[src/design/pfa_pkg.sv]
// shared types and constants for the page frame allocator
`default_nettype none

package pfa_pkg;

   localparam int FUNC_W   = 2;
   localparam int COUNT_W  = 6;
   localparam int INDEX_W  = 10;
   localparam int FRAME_W  = 10;
   localparam int STATUS_W = 2;
   localparam int RUN_W    = 6;
   localparam int WORD_W   = RUN_W + 2;
   localparam int CSR_IDX_W = 2;
   localparam int CSR_DATA_W = 16;
   localparam int LFSR_W   = 16;

   localparam logic [LFSR_W-1:0] LFSR_TAPS = 16'hB400;

   localparam logic [CSR_IDX_W-1:0] CSR_FRAMES_IN_USE   = 2'd0;
   localparam logic [CSR_IDX_W-1:0] CSR_RESERVED_FRAMES = 2'd1;
   localparam logic [CSR_IDX_W-1:0] CSR_RANDOM_SEED     = 2'd2;

   localparam logic [STATUS_W-1:0] STAT_OK      = 2'd0;
   localparam logic [STATUS_W-1:0] STAT_NO_ROOM = 2'd1;
   localparam logic [STATUS_W-1:0] STAT_BAD     = 2'd2;

   typedef enum logic [1:0] {
      ST_FREE  = 2'd0,
      ST_CLEAN = 2'd1,
      ST_DIRTY = 2'd2,
      ST_FIXED = 2'd3
   } frame_state_type;

   typedef enum logic [FUNC_W-1:0] {
      FN_INIT   = 2'd0,
      FN_KALLOC = 2'd1,
      FN_UALLOC = 2'd2,
      FN_FREE   = 2'd3
   } func_type;

   typedef enum logic [1:0] {
      SM_FREE     = 2'd0,
      SM_NONFIXED = 2'd1,
      SM_USED     = 2'd2
   } scan_mode_type;

   typedef enum logic [1:0] {
      WP_ZERO = 2'd0,
      WP_SCAN = 2'd1,
      WP_IDX  = 2'd2
   } wp_src_type;

   typedef enum logic [1:0] {
      W_ZERO   = 2'd0,
      W_INIT   = 2'd1,
      W_KFIX   = 2'd2,
      W_UDIRTY = 2'd3
   } wsel_type;

   typedef enum logic [1:0] {
      RS_ZERO  = 2'd0,
      RS_FOUND = 2'd1,
      RS_WP    = 2'd2,
      RS_IDX   = 2'd3
   } res_sel_type;

   typedef struct packed {
      logic                load_req;
      logic                scan_go;
      scan_mode_type       scan_mode;
      logic                scan_one;
      logic                scan_from_rem;
      logic                wp_load;
      wp_src_type          wp_src;
      logic                wp_inc;
      logic                cnt_from_run;
      logic                first_save;
      logic                lfsr_seed;
      logic                lfsr_step;
      logic                we;
      wsel_type            wsel;
      logic                emit;
      logic                emit_final;
      logic [STATUS_W-1:0] status;
      res_sel_type         res_sel;
   } cmd_type;

   typedef struct packed {
      func_type func;
      logic     cnt_bad;
      logic     idx_bad;
      logic     run_zero;
      logic     rd_used;
      logic     wp_last;
      logic     wp_end;
      logic     k_last;
      logic     scan_done;
      logic     scan_found;
      logic     div_done;
      logic     out_free;
   } stat_type;

endpackage

`default_nettype wire

[src/design/pfa_ctrl.sv]
// controller state machine sequencing each request over the datapath
`default_nettype none

module pfa_ctrl (
   input  logic               clock,
   input  logic               reset,
   input  logic               req_valid,
   output logic               req_stall,
   input  pfa_pkg::stat_type  stat,
   output pfa_pkg::cmd_type   cmd
);

   typedef enum logic [18:0] {
      S_CLEAR  = 19'd1 << 0,
      S_IDLE   = 19'd1 << 1,
      S_DISP   = 19'd1 << 2,
      S_INIT   = 19'd1 << 3,
      S_KSCAN1 = 19'd1 << 4,
      S_KSCAN2 = 19'd1 << 5,
      S_EVRD   = 19'd1 << 6,
      S_EVCHK  = 19'd1 << 7,
      S_USCAN1 = 19'd1 << 8,
      S_USCAN2 = 19'd1 << 9,
      S_UDIV   = 19'd1 << 10,
      S_USCAN3 = 19'd1 << 11,
      S_UEVRD  = 19'd1 << 12,
      S_UEVCHK = 19'd1 << 13,
      S_UWR    = 19'd1 << 14,
      S_FRD    = 19'd1 << 15,
      S_FCHK   = 19'd1 << 16,
      S_FWR    = 19'd1 << 17,
      S_FINAL  = 19'd1 << 18
   } state_type;

   state_type                     state_ff;
   state_type                     state_in;
   logic [pfa_pkg::STATUS_W-1:0]  status_ff;
   logic [pfa_pkg::STATUS_W-1:0]  status_in;
   pfa_pkg::res_sel_type          rsel_ff;
   pfa_pkg::res_sel_type          rsel_in;

   assign req_stall = (state_ff != S_IDLE);

   always_comb begin
      cmd       = '0;
      state_in  = state_ff;
      status_in = status_ff;
      rsel_in   = rsel_ff;
      case (state_ff)
         S_CLEAR: begin
            cmd.we   = 1'b1;
            cmd.wsel = pfa_pkg::W_ZERO;
            if (stat.wp_last) begin
               state_in = S_IDLE;
            end else begin
               cmd.wp_inc = 1'b1;
            end
         end
         S_IDLE: begin
            if (req_valid) begin
               cmd.load_req = 1'b1;
               state_in     = S_DISP;
            end
         end
         S_DISP: begin
            case (stat.func)
               pfa_pkg::FN_INIT: begin
                  cmd.wp_load   = 1'b1;
                  cmd.wp_src    = pfa_pkg::WP_ZERO;
                  cmd.lfsr_seed = 1'b1;
                  state_in      = S_INIT;
               end
               pfa_pkg::FN_KALLOC: begin
                  if (stat.cnt_bad) begin
                     status_in = pfa_pkg::STAT_BAD;
                     rsel_in   = pfa_pkg::RS_ZERO;
                     state_in  = S_FINAL;
                  end else begin
                     cmd.scan_go   = 1'b1;
                     cmd.scan_mode = pfa_pkg::SM_FREE;
                     state_in      = S_KSCAN1;
                  end
               end
               pfa_pkg::FN_UALLOC: begin
                  cmd.scan_go   = 1'b1;
                  cmd.scan_mode = pfa_pkg::SM_FREE;
                  cmd.scan_one  = 1'b1;
                  state_in      = S_USCAN1;
               end
               default: begin
                  if (stat.idx_bad) begin
                     status_in = pfa_pkg::STAT_BAD;
                     rsel_in   = pfa_pkg::RS_ZERO;
                     state_in  = S_FINAL;
                  end else begin
                     cmd.wp_load = 1'b1;
                     cmd.wp_src  = pfa_pkg::WP_IDX;
                     state_in    = S_FRD;
                  end
               end
            endcase
         end
         S_INIT: begin
            cmd.we   = 1'b1;
            cmd.wsel = pfa_pkg::W_INIT;
            if (stat.wp_last) begin
               status_in = pfa_pkg::STAT_OK;
               rsel_in   = pfa_pkg::RS_ZERO;
               state_in  = S_FINAL;
            end else begin
               cmd.wp_inc = 1'b1;
            end
         end
         S_KSCAN1: begin
            if (stat.scan_done) begin
               if (stat.scan_found) begin
                  cmd.wp_load = 1'b1;
                  cmd.wp_src  = pfa_pkg::WP_SCAN;
                  state_in    = S_EVRD;
               end else begin
                  // no free run: retry over frames that are not fixed
                  cmd.scan_go   = 1'b1;
                  cmd.scan_mode = pfa_pkg::SM_NONFIXED;
                  state_in      = S_KSCAN2;
               end
            end
         end
         S_KSCAN2: begin
            if (stat.scan_done) begin
               if (stat.scan_found) begin
                  cmd.wp_load = 1'b1;
                  cmd.wp_src  = pfa_pkg::WP_SCAN;
                  state_in    = S_EVRD;
               end else begin
                  status_in = pfa_pkg::STAT_NO_ROOM;
                  rsel_in   = pfa_pkg::RS_ZERO;
                  state_in  = S_FINAL;
               end
            end
         end
         S_EVRD: begin
            state_in = S_EVCHK;
         end
         S_EVCHK: begin
            if (!stat.rd_used || stat.out_free) begin
               cmd.emit = stat.rd_used;
               cmd.we   = 1'b1;
               cmd.wsel = pfa_pkg::W_KFIX;
               if (stat.k_last) begin
                  status_in = pfa_pkg::STAT_OK;
                  rsel_in   = pfa_pkg::RS_FOUND;
                  state_in  = S_FINAL;
               end else begin
                  cmd.wp_inc = 1'b1;
                  state_in   = S_EVRD;
               end
            end
         end
         S_USCAN1: begin
            if (stat.scan_done) begin
               if (stat.scan_found) begin
                  cmd.wp_load = 1'b1;
                  cmd.wp_src  = pfa_pkg::WP_SCAN;
                  state_in    = S_UWR;
               end else begin
                  cmd.scan_go   = 1'b1;
                  cmd.scan_mode = pfa_pkg::SM_USED;
                  cmd.scan_one  = 1'b1;
                  state_in      = S_USCAN2;
               end
            end
         end
         S_USCAN2: begin
            // first used frame doubles as the wrap-around victim
            if (stat.scan_done) begin
               if (stat.scan_found) begin
                  cmd.first_save = 1'b1;
                  cmd.lfsr_step  = 1'b1;
                  state_in       = S_UDIV;
               end else begin
                  status_in = pfa_pkg::STAT_NO_ROOM;
                  rsel_in   = pfa_pkg::RS_ZERO;
                  state_in  = S_FINAL;
               end
            end
         end
         S_UDIV: begin
            if (stat.div_done) begin
               cmd.scan_go       = 1'b1;
               cmd.scan_mode     = pfa_pkg::SM_USED;
               cmd.scan_one      = 1'b1;
               cmd.scan_from_rem = 1'b1;
               state_in          = S_USCAN3;
            end
         end
         S_USCAN3: begin
            if (stat.scan_done) begin
               cmd.wp_load = 1'b1;
               cmd.wp_src  = pfa_pkg::WP_SCAN;
               state_in    = S_UEVRD;
            end
         end
         S_UEVRD: begin
            state_in = S_UEVCHK;
         end
         S_UEVCHK: begin
            if (stat.out_free) begin
               cmd.emit = 1'b1;
               state_in = S_UWR;
            end
         end
         S_UWR: begin
            cmd.we    = 1'b1;
            cmd.wsel  = pfa_pkg::W_UDIRTY;
            status_in = pfa_pkg::STAT_OK;
            rsel_in   = pfa_pkg::RS_WP;
            state_in  = S_FINAL;
         end
         S_FRD: begin
            state_in = S_FCHK;
         end
         S_FCHK: begin
            if (stat.run_zero) begin
               status_in = pfa_pkg::STAT_BAD;
               rsel_in   = pfa_pkg::RS_ZERO;
               state_in  = S_FINAL;
            end else begin
               cmd.cnt_from_run = 1'b1;
               state_in         = S_FWR;
            end
         end
         S_FWR: begin
            cmd.we   = 1'b1;
            cmd.wsel = pfa_pkg::W_ZERO;
            // run is cut at the end of the map
            if (stat.k_last || stat.wp_end) begin
               status_in = pfa_pkg::STAT_OK;
               rsel_in   = pfa_pkg::RS_IDX;
               state_in  = S_FINAL;
            end else begin
               cmd.wp_inc = 1'b1;
            end
         end
         S_FINAL: begin
            if (stat.out_free) begin
               cmd.emit       = 1'b1;
               cmd.emit_final = 1'b1;
               cmd.status     = status_ff;
               cmd.res_sel    = rsel_ff;
               state_in       = S_IDLE;
            end
         end
         default: begin
            state_in = S_IDLE;
         end
      endcase
   end

   always_ff @(posedge clock) begin
      if (reset) begin
         state_ff  <= S_CLEAR;
         status_ff <= pfa_pkg::STAT_OK;
         rsel_ff   <= pfa_pkg::RS_ZERO;
      end else begin
         state_ff  <= state_in;
         status_ff <= status_in;
         rsel_ff   <= rsel_in;
      end
   end

endmodule

`default_nettype wire

[config.mk]
export PLATFORM = sky130hd
export DESIGN_NAME = pfa_ctrl
export DESIGN_NICKNAME = d
export VERILOG_FILES = /design/src/design/pfa_pkg.sv /design/src/design/pfa_ctrl.sv
export SDC_FILE = /design/constraint.sdc
export NUM_CORES = 1
export LEC_CHECK = 0
export ABC_AREA = 1
export BUFFER_PORTS_ARGS = -buffer_cell sky130_fd_sc_hd__buf_2
export CORE_AREA = 2 2 47 92
export CTS_BUF_LIST = sky130_fd_sc_hd__clkbuf_4 sky130_fd_sc_hd__clkbuf_8
export CTS_CLUSTER_SIZE = 12
export DETAILED_ROUTE_END_ITERATION = 8
export DIE_AREA = 0 0 49 94
export GPL_ROUTABILITY_DRIVEN = 0
export PLACE_DENSITY_LB_ADDON = 0.1
export SLEW_MARGIN = 20
export SYNTH_ARGS = -nofsm -noshare
export SYNTH_HDL_FRONTEND = slang
export SYNTH_SLANG_ARGS = --single-unit
[constraint.sdc]
create_clock -name clock -period 2.3 [get_ports clock]
set_input_delay 0.46 -clock clock [delete_from_list [all_inputs] [get_ports clock]]
set_output_delay 0.46 -clock clock [all_outputs]
set_load 0.05 [all_outputs]
==> out/results.tsv, run 1 <==
metric	value	unit
outcome	finished, violations left	
failed_checks	setup timing	
first_pass_iters	4	
tightest_slew	0.3788	ns
layout_setup_ws	-0.05360	ns
cp-startpoint	state_ff[1]	
htreeDepth	1	
synthCells	337	
cts_buffer_depth	2	
required	1.84	ns
synth_edf_count	0	
rsz0062_at_grt	true	
max_cap_viol_count	0	
synthesis.nets	358	
num_vias	2450	
yosysWarnings	0	
grt_max_degree	18	
drc_errors	0	
cellLeakagePower	0.001567	µW
cts_num_sinks	23	
hpwl	5.147	mm
coreArea	3884	µm²
cts-root-buf	clkbuf_8	
rr_worst_depth	11	
ir_drop	393.6	µV
finalCritPeriodShare	102.3	%
antenna_found_initial	0	
async_reset_ff_share	0	%
min_from	state_ff[8]	
grt_usage	30.50	%
portBuffers	39	
diodes	0	
fmax	424.9	MHz
nNetsFinal	425	
path_clk_slew	0.09	ns
worstSetupEndpoint	cmd[13]	
die_w	49	µm
die_area	4606	µm²
finalSetupTns	-0.05360	ns
final_util	77.42	%
synth_area_leader_cell	dfxtp_1	
ant_nets	0	
final-setup-viol-count	1	
multi_input_area	1672	µm²
min_period	2.354	ns
synth_commonest_cells	73 x nand2_1, 57 x inv_1, 55 x nor2_1	
overflow	0	
layout-drive-gt1-share	42.18	%
yosysMostFrequentCell	nand2_1	
hold_viol_final	0	
cp_data_arrival_time	1.89	ns
n_fill_cell	317	
fin_skew	0.003353	ns
layout.area.seq	488.0	µm²
cp_max_fo	4	
grt_pass1_wl	10.54	mm
area_growth	38.26	%
synth_area_leaders	dfxtp_1 21%, nand2_1 13%, inv_1 9.8%	
wirelength	6.770	mm
syn_area_per_cell	6.453	µm²
yosysUniqueCellTypes	33	
cts_tree	built	
pre_cts_slack	0.1353	ns
io_pins	40	
grt_pass1_vias	2372	
clkLatencyLatePin	0.27	ns
die_y	94	µm
worst-setup-path-type	flop to output port	
finalMaxSlewViolations	0	
start_util	55.99	%
max-slew-margin-rel	74.65	%
yosysTopAreaCellShare	21.17	%
rows	32	
regToRegEndpoint	state_ff[5]	
endpoint_kind	output port	
synthFlopType	dfxtp_1	
crit_path_start_kind	flop	
syn_area	2175	µm²
ys_seq_area_share	21.17	%
viasPerCell	5.396	
wl_per_cell	14.91	µm
hold_class	flop to flop	
power.density	322.6	nW/µm²
r2r_slack	0.33	ns
drtIter0Drc	72	
r2r-start	state_ff[4]	
cts_buffers	3	
synth_seq_cells	23	
-- worst max-delay path, cell delays in order, from the launching register on --
cell and delay (ns):
dfxtp_2 0.34, nor2_4 0.15, nand2_4 0.10, nor2_4 0.19, nand3_4 0.09, or2_1 0.24
o211ai_1 0.26, buf_4 0.25
-- worst min-delay path by stage --
stage,depth (start not counted),end,slack (ns)
global route,2,state_ff[9],0.52
global placement,2,state_ff[3],0.48
finish,2,state_ff[8],0.50
CTS,2,state_ff[3],0.50
floorplan,2,state_ff[9],0.47
detailed placement,2,state_ff[3],0.49
-- kinds of logic after synthesis --
group / after synthesis / share of synthesized area [%]
AOI/OAI and AO/OA: 28 / 7.192
adders and majority gates: 5 / 2.877
buffers and inverters: 64 / 11.97
DFF: 23 / 21.17
and+or+nand+nor: 217 / 56.79
-- registers in the layout, summed over array words and instances, names as in the netlist --
signal     flops
rsel_ff        2
status_ff      2
state_ff      19
-- layer usage --
layer  wire length (µm)  share of wire, %  vias to the layer above  track usage (%)
met1               2345                35                     1124            27.18
met5                  0                 0                        -                0
li1                   -                 -                     1200                -
met3                222               3.3                       41            3.662
met4                522               7.7                        0            25.48
met2               3680                54                       85            58.68
-- through the flow --
step	instances	power [µW]	hold WS, ns	cell area, µm²
4_1_cts	446	942.3	0.5026	2819
5_1_grt	454	1010	0.5194	3007
2_1_floorplan	337	599.8	0.4728	2321
6_report	454	970.0	0.5037	3007
3_5_place_dp	430	655.0	0.4886	2597
3_3_place_gp	430	653.1	0.4845	2597
-- where the power goes --
group          switching, µW  leakage, µW  internal, µW
Clock                    147    0.0000217           123
Sequential              6.10     0.000195           404
Combinational            185      0.00135           105
-- placed cells by master, fill, tap and decap left out, types with 2 or more instances in the layout --
cell type and n:
nand3_4 11, clkinvlp_4 2, clkbuf_8 3, dfxtp_1 5, nand2_4 6, dfxtp_2 16, nor2_1 42, nor3_1 6
nand3_2 12, o211ai_1 2, nor2_2 7, nor2_4 18, nand2_2 9, nor2_8 3, buf_8 4, buf_2 23
ha_1 5, buf_4 27, buf_6 10, nor3_2 3, a21oi_1 15, clkbuf_4 2, dfxtp_4 2, inv_2 4
nand2_1 69, nand3_1 18, inv_1 55, o21ai_0 4, nand4_1 6, a21oi_2 2
-- layout make-up --
cell class                      count  area share [%]
Multi-Input combinational cell    250           55.60
Timing Repair Buffer               66           16.81
Sequential cell                    23           16.23
Inverter                           60           7.616
Tap cell                           51           2.122
Clock buffer                        3           1.373
Clock inverter                      1          0.2497
-- what timing repair did --
| action | CTS | global route |
|---|---|---|
| buffers inserted | 12 | 8 |
| endpoints found under the hold margin | 0 | 0 |
| endpoints found under the setup margin | 14 | 19 |
| hold buffers | 0 | 0 |
| resized for setup | 29 | 43 |
| pin swaps | 15 | 15 |
Power figures use the tool's default switching activity.
==> inputs of run 2 (changes only) <==
- CORE_AREA: 2 2 47 92 -> 2 2 59 73
- DIE_AREA: 0 0 49 94 -> 0 0 61 75
==> run 2 against run 1 <==
Effect of this change:
- the flow still finishes with violations (setup timing)
- register-to-register slack worse by 0.05 ns
- maximum frequency grew 0.98%
- die area decreased by 0.67%
- largest power group unchanged
- critical endpoint is now cmd[2]
- via count fell by 5.1%
==> out/results.tsv, run 2 (synthesis gave the netlist of run 1 again) <==
metric	value	unit	change
r2r-start	state_ff[18]		
cts_buffer_depth	2		unchanged
cts_buffers	3		unchanged
viasPerCell	5.169		-4.2%
regMostFlops	state_ff		
cp-startpoint	state_ff[5]		
tightest_slew	0.3941	ns	+0.01530 ns
layout.area.seq	476.7	µm²	-2.3%
grt_max_degree	18		unchanged
io_pins	40		unchanged
max_cap_viol_count	0		unchanged
finalSetupTns	-0.07333	ns	-0.01973 ns
grt_pass1_wl	9.639	mm	-8.6%
rows	25		-22%
finalMaxSlewViolations	0		unchanged
portBuffers	39		unchanged
antenna_found_initial	0		unchanged
hpwl	4.610	mm	-10%
cts-root-buf	clkbuf_8		
die_area	4575	µm²	-0.67%
cp_max_fo	8		+4
rsz0062_at_grt	true		
drtIter0Drc	145		+100%
ant_nets	0		unchanged
drc_errors	0		unchanged
first_pass_iters	4		unchanged
final_common_cell	nand2_1		
hold_class	input pin to flop		
overflow	0		unchanged
ir_drop	211.4	µV	-46%
fin_skew	0.007225	ns	+0.003872 ns
cts_num_sinks	23		unchanged
required	1.84	ns	about the same
outcome	finished, violations left		
multi_input_area	1629	µm²	-2.5%
clkLatencyLatePin	0.29	ns	+0.02 ns
power.density	330.0	nW/µm²	+2.3%
final-setup-viol-count	6		+5
start_util	56.52	%	+0.53 points
hold_viol_final	0		unchanged
worst-setup-path-type	flop to output port		
failed_checks	setup timing		
die_w	61	µm	+24%
cellLeakagePower	0.001525	µW	-2.7%
wirelength	6.163	mm	-9.0%
fmax	429.1	MHz	+0.98%
area_growth	33.49	%	
endpoint_kind	output port		
power.total	957.9	µW	-1.2%
layout-drive-gt1-share	37.88	%	-4.3 points
grt_pass1_vias	2122		-11%
postCtsHoldBufs	0		unchanged
top_regs	state_ff (19), rsel_ff (2), status_ff (2)		
min_from	stat[8]		
nNetsFinal	418		-1.6%
finalCritPeriodShare	101.3	%	-1.0 points
num_vias	2326		-5.1%
htreeDepth	1		unchanged
cts_tree	built		
n_fill_cell	325		+2.5%
largest_register_ffs	19		unchanged
diodes	0		unchanged
cp_data_arrival_time	1.87	ns	-0.02 ns
grt_usage	28.72	%	-1.8 points
crit_path_start_kind	flop		
coreArea	3847	µm²	-0.93%
max-slew-margin-rel	73.73	%	-0.93 points
die_y	75	µm	-20%
min_period	2.331	ns	-0.02290 ns
pre_cts_slack	0.1100	ns	-0.02530 ns
final_util	75.45	%	-2.0 points
r2r_slack	0.28	ns	-0.05 ns
layout_setup_ws	-0.03070	ns	+0.02290 ns
mostFrequentLayoutCells	70 x nand2_1, 56 x inv_1, 44 x nor2_1		
wl_per_cell	13.70	µm	-8.2%
path_clk_slew	0.10	ns	about the same
==> run 2: final cells by class <==
type	instances	area share (%)
multi-input cells	250	56.12
well taps	54	2.328
repair buffers	59	15.56
clock inverters	1	0.2586
clock buffers	3	1.422
flip-flops and latches	23	16.42
inverters	60	7.888
==> run 2: critical path: stages, from the launching register on <==
cell,delay (ns)
dfxtp_2,0.35
nor2_4,0.16
nand2_4,0.10
nor2_8,0.21
nand3_4,0.12
nor2_4,0.13
clkinvlp_4,0.20
nor2_4,0.15
buf_6,0.16
==> run 2: power breakdown <==
part	total [µW]	internal (µW)	switching, µW	leakage [µW]
sequential	411	405	6.86	0.000192
clock	283	124	160	0.0000217
combinational	263	89.0	174	0.00131
total	958	617	341	0.00152
==> run 2: layer usage <==
layer  up-vias  global-route usage [%]  part of all wire [%]
met4         0                   8.454                   2.1
met5         -                       0                     0
met2        78                   50.66                    50
met3        11                   2.577                   4.8
met1      1060                   36.76                    43
li1       1177                       -                     -
==> run 2: worst paths after layout <==
path,to,depth (start not counted)
max reg2reg,state_ff[1],13
min reg2reg,state_ff[5],2
max,cmd[2],8
min,state_ff[17],4
==> run 2: timing repair <==
action                                  in CTS  in global routing
endpoints found under the setup margin      14                 18
endpoints found under the hold margin        0                  0
setup buffers                               12                  2
pin swaps                                   15                 10
gates resized for setup                     27                 26
cloned                                       0                  0
==> run 2: through the flow <==
stage | instances | area [µm²] | hold slack (ns)
2_1_floorplan | 337 | 2321 | 0.4728
3_3_place_gp | 432 | 2594 | 0.4852
3_5_place_dp | 432 | 2594 | 0.4947
4_1_cts | 448 | 2821 | 0.4917
5_1_grt | 450 | 2903 | 0.5179
6_report | 450 | 2903 | 0.4825
